[src/lcdisp_pkg.sv]
`timescale 1ns / 1ps

package lcdisp_pkg;

  // Sequencer phase within a script
  typedef enum logic [2:0] {
    PH_COUNT = 3'd0,
    PH_CMD   = 3'd1,
    PH_NARGS = 3'd2,
    PH_ARGS  = 3'd3,
    PH_DELAY = 3'd4
  } phase_e;

  // Kind of a result transfer on the display link
  typedef enum logic [1:0] {
    KIND_CMD   = 2'd0,
    KIND_ARG   = 2'd1,
    KIND_DELAY = 2'd2
  } kind_e;

  localparam logic [15:0] LONG_DELAY_RESET = 16'd500;
  localparam logic [7:0]  DELAY_LONG_CODE  = 8'hFF;

  typedef struct packed {
    kind_e       kind;
    logic [7:0]  byte_value;
    logic [15:0] wait_ms;
    logic        end_of_command;
    logic        script_done;
  } result_t;

endpackage

[src/lcdisp_seq.sv]
`timescale 1ns / 1ps

module lcdisp_seq (
  input  logic                clk_i,
  input  logic                rst_ni,
  input  logic                in_fire_i,
  input  logic [7:0]          script_byte_i,
  input  logic [15:0]         long_delay_i,
  output logic                res_valid_o,
  output lcdisp_pkg::result_t res_o
);

  lcdisp_pkg::phase_e phase_q, phase_d;
  logic [7:0] commands_left_q, commands_left_d;
  logic [6:0] args_left_q, args_left_d;
  logic       delay_pending_q, delay_pending_d;
  logic [7:0] held_command_q, held_command_d;

  logic [7:0] cmd_dec;
  logic       last_cmd;
  logic [6:0] args_dec;

  assign cmd_dec  = commands_left_q - 8'd1;
  assign last_cmd = (cmd_dec == 8'd0);
  assign args_dec = args_left_q - 7'd1;

  // Decode one script byte against the current phase
  always_comb begin
    phase_d         = phase_q;
    commands_left_d = commands_left_q;
    args_left_d     = args_left_q;
    delay_pending_d = delay_pending_q;
    held_command_d  = held_command_q;
    res_valid_o     = 1'b0;
    res_o           = '{kind: lcdisp_pkg::KIND_CMD, byte_value: 8'd0, wait_ms: 16'd0,
                        end_of_command: 1'b0, script_done: 1'b0};
    case (phase_q)
      lcdisp_pkg::PH_CMD: begin
        held_command_d = script_byte_i;
        phase_d        = lcdisp_pkg::PH_NARGS;
      end
      lcdisp_pkg::PH_NARGS: begin
        args_left_d       = script_byte_i[6:0];
        delay_pending_d   = script_byte_i[7];
        res_valid_o       = 1'b1;
        res_o.kind        = lcdisp_pkg::KIND_CMD;
        res_o.byte_value  = held_command_q;
        if (script_byte_i[6:0] != 7'd0) begin
          phase_d = lcdisp_pkg::PH_ARGS;
        end else if (script_byte_i[7]) begin
          phase_d              = lcdisp_pkg::PH_DELAY;
          res_o.end_of_command = 1'b1;
        end else begin
          commands_left_d      = cmd_dec;
          phase_d              = last_cmd ? lcdisp_pkg::PH_COUNT : lcdisp_pkg::PH_CMD;
          res_o.end_of_command = 1'b1;
          res_o.script_done    = last_cmd;
        end
      end
      lcdisp_pkg::PH_ARGS: begin
        args_left_d      = args_dec;
        res_valid_o      = 1'b1;
        res_o.kind       = lcdisp_pkg::KIND_ARG;
        res_o.byte_value = script_byte_i;
        if (args_dec != 7'd0) begin
          phase_d = lcdisp_pkg::PH_ARGS;
        end else if (delay_pending_q) begin
          phase_d              = lcdisp_pkg::PH_DELAY;
          res_o.end_of_command = 1'b1;
        end else begin
          commands_left_d      = cmd_dec;
          phase_d              = last_cmd ? lcdisp_pkg::PH_COUNT : lcdisp_pkg::PH_CMD;
          res_o.end_of_command = 1'b1;
          res_o.script_done    = last_cmd;
        end
      end
      lcdisp_pkg::PH_DELAY: begin
        delay_pending_d   = 1'b0;
        commands_left_d   = cmd_dec;
        phase_d           = last_cmd ? lcdisp_pkg::PH_COUNT : lcdisp_pkg::PH_CMD;
        res_valid_o       = 1'b1;
        res_o.kind        = lcdisp_pkg::KIND_DELAY;
        res_o.wait_ms     = (script_byte_i == lcdisp_pkg::DELAY_LONG_CODE) ?
                            long_delay_i : {8'd0, script_byte_i};
        res_o.script_done = last_cmd;
      end
      default: begin
        // Count byte: start a script, or keep waiting on an empty one
        commands_left_d = script_byte_i;
        args_left_d     = 7'd0;
        delay_pending_d = 1'b0;
        phase_d         = (script_byte_i != 8'd0) ? lcdisp_pkg::PH_CMD : lcdisp_pkg::PH_COUNT;
      end
    endcase
  end

  // Advance the sequencer on each accepted byte
  always_ff @(posedge clk_i or negedge rst_ni) begin
    if (!rst_ni) begin
      phase_q         <= lcdisp_pkg::PH_COUNT;
      commands_left_q <= 8'd0;
      args_left_q     <= 7'd0;
      delay_pending_q <= 1'b0;
      held_command_q  <= 8'd0;
    end else if (in_fire_i) begin
      phase_q         <= phase_d;
      commands_left_q <= commands_left_d;
      args_left_q     <= args_left_d;
      delay_pending_q <= delay_pending_d;
      held_command_q  <= held_command_d;
    end
  end

  a_count_starts: assert property (@(posedge clk_i) disable iff (!rst_ni)
    in_fire_i && phase_q == lcdisp_pkg::PH_COUNT && script_byte_i != 8'd0
    |=> phase_q == lcdisp_pkg::PH_CMD)
    else $error("nonzero count did not start a script");

  a_no_result_early: assert property (@(posedge clk_i) disable iff (!rst_ni)
    res_valid_o |-> phase_q != lcdisp_pkg::PH_COUNT && phase_q != lcdisp_pkg::PH_CMD)
    else $error("result produced for a count or command byte");

  a_done_returns: assert property (@(posedge clk_i) disable iff (!rst_ni)
    in_fire_i && res_valid_o && res_o.script_done |=> phase_q == lcdisp_pkg::PH_COUNT)
    else $error("script end did not return to awaiting a count");

endmodule

[src/lcdisp_out_reg.sv]
`timescale 1ns / 1ps

module lcdisp_out_reg (
  input  logic                clk_i,
  input  logic                rst_ni,
  input  logic                in_valid_i,
  output logic                in_ready_o,
  input  logic                res_valid_i,
  input  lcdisp_pkg::result_t res_i,
  output logic                out_valid_o,
  input  logic                out_ready_i,
  output lcdisp_pkg::result_t out_o
);

  logic                out_valid_q, out_valid_d;
  lcdisp_pkg::result_t out_q;
  logic                load;

  // Take a new byte whenever the held result is empty or leaving
  assign in_ready_o  = !out_valid_q || out_ready_i;
  assign load        = in_valid_i && in_ready_o && res_valid_i;
  assign out_valid_d = load || (out_valid_q && !out_ready_i);

  always_ff @(posedge clk_i or negedge rst_ni) begin
    if (!rst_ni) begin
      out_valid_q <= 1'b0;
    end else begin
      out_valid_q <= out_valid_d;
    end
  end

  // Hold payload until transfer
  always_ff @(posedge clk_i) begin
    if (load) begin
      out_q <= res_i;
    end
  end

  assign out_valid_o = out_valid_q;
  assign out_o       = out_q;

  a_stall_only_full: assert property (@(posedge clk_i) disable iff (!rst_ni)
    !in_ready_o |-> out_valid_q && !out_ready_i)
    else $error("input stalled while output stage could move");

  a_load_sets_valid: assert property (@(posedge clk_i) disable iff (!rst_ni)
    load |=> out_valid_q)
    else $error("loaded result not presented");

  a_hold_while_stalled: assert property (@(posedge clk_i) disable iff (!rst_ni)
    out_valid_q && !out_ready_i |=> out_valid_q && $stable(out_q))
    else $error("waiting result changed before transfer");

endmodule

[src/lcd_init_script_player.sv]
`timescale 1ns / 1ps

// Display init script player. Takes one script byte per cycle on the input
// channel and turns it into command bytes (DC low), argument bytes (DC high)
// and delay requests for the display link, with chip-select release and
// end-of-script flags. Each byte is decoded combinationally and its result, if
// any, lands in a single output register; count and command bytes give no
// result of their own (a command byte leaves with its argument-count byte).
// A byte is taken every cycle unless the output register holds a result the
// consumer has not yet taken, so throughput is one byte per cycle under no
// backpressure, and the result is valid in the cycle after its input transfer.
// The long-delay register (reset 500 ms) is written through its own channel,
// always ready, and is used for delay bytes of 255.

module lcd_init_script_player (
  input  logic        clk_i,
  input  logic        rst_ni,
  input  logic        cfg_valid_i,
  output logic        cfg_ready_o,
  input  logic [15:0] long_delay_i,
  input  logic        in_valid_i,
  output logic        in_ready_o,
  input  logic [7:0]  script_byte_i,
  output logic        out_valid_o,
  input  logic        out_ready_i,
  output logic [1:0]  kind_o,
  output logic [7:0]  byte_value_o,
  output logic [15:0] wait_ms_o,
  output logic        end_of_command_o,
  output logic        script_done_o
);

  logic [15:0]         long_delay_q;
  logic                in_fire;
  logic                res_valid;
  lcdisp_pkg::result_t res;
  lcdisp_pkg::result_t out;

  // Long-delay register
  assign cfg_ready_o = 1'b1;

  always_ff @(posedge clk_i or negedge rst_ni) begin
    if (!rst_ni) begin
      long_delay_q <= lcdisp_pkg::LONG_DELAY_RESET;
    end else if (cfg_valid_i) begin
      long_delay_q <= long_delay_i;
    end
  end

  assign in_fire = in_valid_i && in_ready_o;

  lcdisp_seq u_seq (
    .clk_i         (clk_i),
    .rst_ni        (rst_ni),
    .in_fire_i     (in_fire),
    .script_byte_i (script_byte_i),
    .long_delay_i  (long_delay_q),
    .res_valid_o   (res_valid),
    .res_o         (res)
  );

  lcdisp_out_reg u_out_reg (
    .clk_i       (clk_i),
    .rst_ni      (rst_ni),
    .in_valid_i  (in_valid_i),
    .in_ready_o  (in_ready_o),
    .res_valid_i (res_valid),
    .res_i       (res),
    .out_valid_o (out_valid_o),
    .out_ready_i (out_ready_i),
    .out_o       (out)
  );

  assign kind_o           = out.kind;
  assign byte_value_o     = out.byte_value;
  assign wait_ms_o        = out.wait_ms;
  assign end_of_command_o = out.end_of_command;
  assign script_done_o    = out.script_done;

endmodule
[config.mk]
export PLATFORM = sky130hd
export DESIGN_NAME = lcd_init_script_player
export DESIGN_NICKNAME = d
export VERILOG_FILES = /design/src/lcdisp_pkg.sv /design/src/lcdisp_seq.sv /design/src/lcdisp_out_reg.sv /design/src/lcd_init_script_player.sv
export SDC_FILE = /design/constraint.sdc
export NUM_CORES = 1
export LEC_CHECK = 0
export BUFFER_PORTS_ARGS = -buffer_cell sky130_fd_sc_hd__buf_2
export CAP_MARGIN = 20
export CORE_MARGIN = 8
export CORE_UTILIZATION = 25
export CTS_BUF_LIST = sky130_fd_sc_hd__clkbuf_8
export DETAILED_ROUTE_END_ITERATION = 6
export GPL_TIMING_DRIVEN = 0
export HOLD_SLACK_MARGIN = 0.06
export PLACE_DENSITY = 0.39
export SYNTH_ARGS = -nofsm -noshare
export SYNTH_HDL_FRONTEND = slang
export SYNTH_SLANG_ARGS = --single-unit
[constraint.sdc]
create_clock -name clk_i -period 4.05 [get_ports clk_i]
set_input_delay 0.81 -clock clk_i [delete_from_list [all_inputs] [get_ports clk_i]]
set_output_delay 0.81 -clock clk_i [all_outputs]
set_load 0.05 [all_outputs]
==> summary.md <==
| Metric | Value |
|---|---|
| Post-route ant nets | `0` |
| Worst slew pin tran | `0.899 ns` |
| Reg2Reg Depth | `6` |
| Asr flop ratio synth | `between 60% and 70%` |
| R2r setup slk | `~1.4 ns` |
| Reg2reg end | `u_out_reg.out_o[18]` |
| Clock Skew | `slightly above 0.008 ns` |
| Global-route wire length before repair | `16.2 mm` |
| Row cnt | `43` |
| Reg2reg start | `u_seq.phase_q[0]` |
| Post-CTS Setup Inserts | `0` |
| Final wirelength | `~9.9 mm` |
| Fin util | `approximately 31%` |
| Tcrit/Tclk final | `roughly two thirds` |
| Min Clock Period, post-route | `2.62 ns` |
| Die H | `between 100 and 150 um` |
| HPWL after DPL | `a little over 7 mm` |
| Gr usage total | `a little under an eighth` |
| Syn Area/Cell | `11.1 um2` |
| Resize count post-CTS | `0` |
| Hold Crit Class | `in -> async` |
| Syn_nets | `between 300 and 400` |
| Predominant post-synthesis flop cell | `dfrtp_1` |
| I/O Buffers | `between 50 and 60` |
| Hold violation count in the final report | `0` |
| Cells after synthesis | `approximately 320` |
| Routed vias | `2,706` |
| Unrepaired setup endpoints after global routing | `false` |
| Hold_buf cts | `0` |
| Synth top area cells | `dfrtp_1, edfxtp_1, mux2_2` |
| Crit-path max FO | `28` |
| Synthesized flop and latch total | `72` |
| CTS Root Buffer Type | `clkbuf_8` |
| CP Capture Type | `flip-flop` |
| Initial antenna violation count | `0` |
| Count leader, synth | `nor2_1` |
| Top-area cell type share of the netlist area | `a little over a quarter` |
| Peak VDD IR | `164 uV` |
| DRC viols | `0` |
| CTS tree | `yes` |
| GRT overflow | `0` |
| Starting DRT DRC Count | `roughly 180` |
| Die width | `136 um` |
| Setup tns final | `0 ns` |
| Status | `finished clean` |
| Total power draw | `between 3000 and 4000 uW` |
| Clk sinks | `approximately 70` |
| Slew Limit Fails | `0` |
| Crit path kind | `reg -> reg` |
| Clock-pin slew on the worst setup and hold paths | `0.08 ns` |
| Clk Latency, worst-skew pair | `0.36 ns` |
| Antenna cells | `0` |
| Largest net degree at the start of global routing | `29` |
| Synth area leader | `dfrtp_1` |
| F_max | `~0.38 GHz` |
| # setup viols final | `0` |
| DIE AREA | `between 0.015 and 0.02 mm2` |
| Yosys cell types | `59` |
| Synth warn | `0` |
| Final #Nets | `roughly 420` |
| Area Overhead vs Synth | `20.3%` |
| Router iterations before antenna repair | `5` |
| Drt wl/cell | `roughly 17 um` |
| Final GP Congestion | `between 0.8 and 0.9` |
| Cell Area, Synth | `0.00359 mm2` |
| Crit path launch type | `flip-flop` |
| Total I/O pin count | `60` |
| Number of synthesized flops with an enable pin | `28` |
| Worst slew margin | `39.8%` |
| Starting density of the core | `about 26%` |
| Commonest cells in the netlist | `nor2_1, dfrtp_1, edfxtp_1, mux2_2, nand2_1` |
| Hold slack final | `roughly 0.39 ns` |
| MaxCap Viol Count | `0` |
| Pwr Density | `~700 mW/mm2` |
| H-tree depth | `3` |
| Vias per inst | `approximately 4.7` |
| Clock Tree Buf Depth | `2` |
| Core box area | `~0.014 mm2` |
| Fraction of layout instances using a drive strength above 1 | `roughly 29%` |
| CP Data Required Time | `4.04 ns` |
| Register area share after synthesis | `a little over half` |
| Worst EP arrival | `2.61 ns` |
| Pleak | `around 0.0018 uW` |
| Number of global-route vias before repair | `roughly 2.8k` |
| TritonCTS buffer count | `9` |
[cells by family after synthesis]
| logic type | share of synthesized area (%) |
|---|---|
| AOI/OAI and AO/OA | 14.1 |
| xor gates and xnor gates | 1.71 |
| adders and majority gates | 1.39 |
| buffers and inverters | 4.01 |
| DFF | 54.3 |
| muxes | 10.1 |
| other | 0.105 |
| and+or+nand+nor | 14.3 |
[metrics by stage]
stage / worst slack (ns) / cells / area (um2)
finish: 1.43 / 575 / 4320
global route: 1.20 / 575 / 4320
CTS: 1.38 / 574 / 4310
detailed placement: 1.12 / 558 / 4110
global placement: -0.157 / 557 / 4080
floorplan: 0.592 / 323 / 3590
[power breakdown]
part / switching [uW] / total, uW / internal [uW]
Clock: 288 / 587 / 299
Combinational: 833 / 1290 / 456
Sequential: 149 / 1150 / 1000
[worst max path at each step]
stage / start / endpoint / slack, ns / cells past startpoint
floorplan: out_ready_i / u_out_reg.out_o[0] / 0.59 / 5
global placement: out_ready_i / u_out_reg.out_o[1] / -0.16 / 6
detailed placement: out_ready_i / u_out_reg.out_o[0] / 1.12 / 6
CTS: u_seq.phase_q[0] / u_out_reg.out_o[18] / 1.38 / 6
global route: u_seq.args_left_q[0] / u_seq.commands_left_q[6] / 1.20 / 8
finish: u_seq.phase_q[0] / u_out_reg.out_o[18] / 1.43 / 6
[area by class of cell]
| type | count | area, um2 |
|---|---|---|
| Inverter | 12 | 45.0 |
| Buffer | 22 | 98.8 |
| Clock inverter | 6 | 62.6 |
| Tap cell | 180 | 225 |
| Clock buffer | 10 | 138 |
| Fill cell | 1464 | 9620 |
| Timing Repair Buffer | 56 | 295 |
| Multi-Input combinational cell | 217 | 1500 |
| Sequential cell | 72 | 1950 |
[registers in the layout, summed over array words and instances (netlist names)]
signal and count:
u_seq.held_command_q 8, long_delay_q 16, u_seq.args_left_q 7, u_out_reg.out_o 28, u_seq.commands_left_q 8, u_out_reg.out_valid_o 1, u_seq.delay_pending_q 1, u_seq.phase_q 3
[cell usage in the layout (no fill, tap or decap), types with 5 or more instances in the layout]
master,count
a2111oi_0,5
nand2_1,17
clkbuf_1,12
o211a_1,6
edfxtp_1,28
and2_1,9
dfstp_2,6
a21oi_1,13
mux2i_1,10
a31oi_1,5
o21ai_0,12
inv_1,14
nor3_1,5
nor2_1,41
dfrtp_1,38
buf_2,59
mux2_2,22
clkbuf_8,10
[metal layers]
metal	GRT usage [%]	vias up	part of all wire, %
met5	0	-	0
met4	5.74	0	2.0
met3	2.37	14	5.0
met2	18.0	75	46
met1	14.9	1304	47
li1	-	1313	-
[worst max-delay path: stages, from the launching register on]
cell and delay [ns]:
dfrtp_1 0.36, buf_2 0.17, or3b_2 0.54, inv_1 0.15, nor2_1 0.10, buf_2 0.22
nor2_4 0.69
No activity file was read; power rests on OpenSTA's default activity.
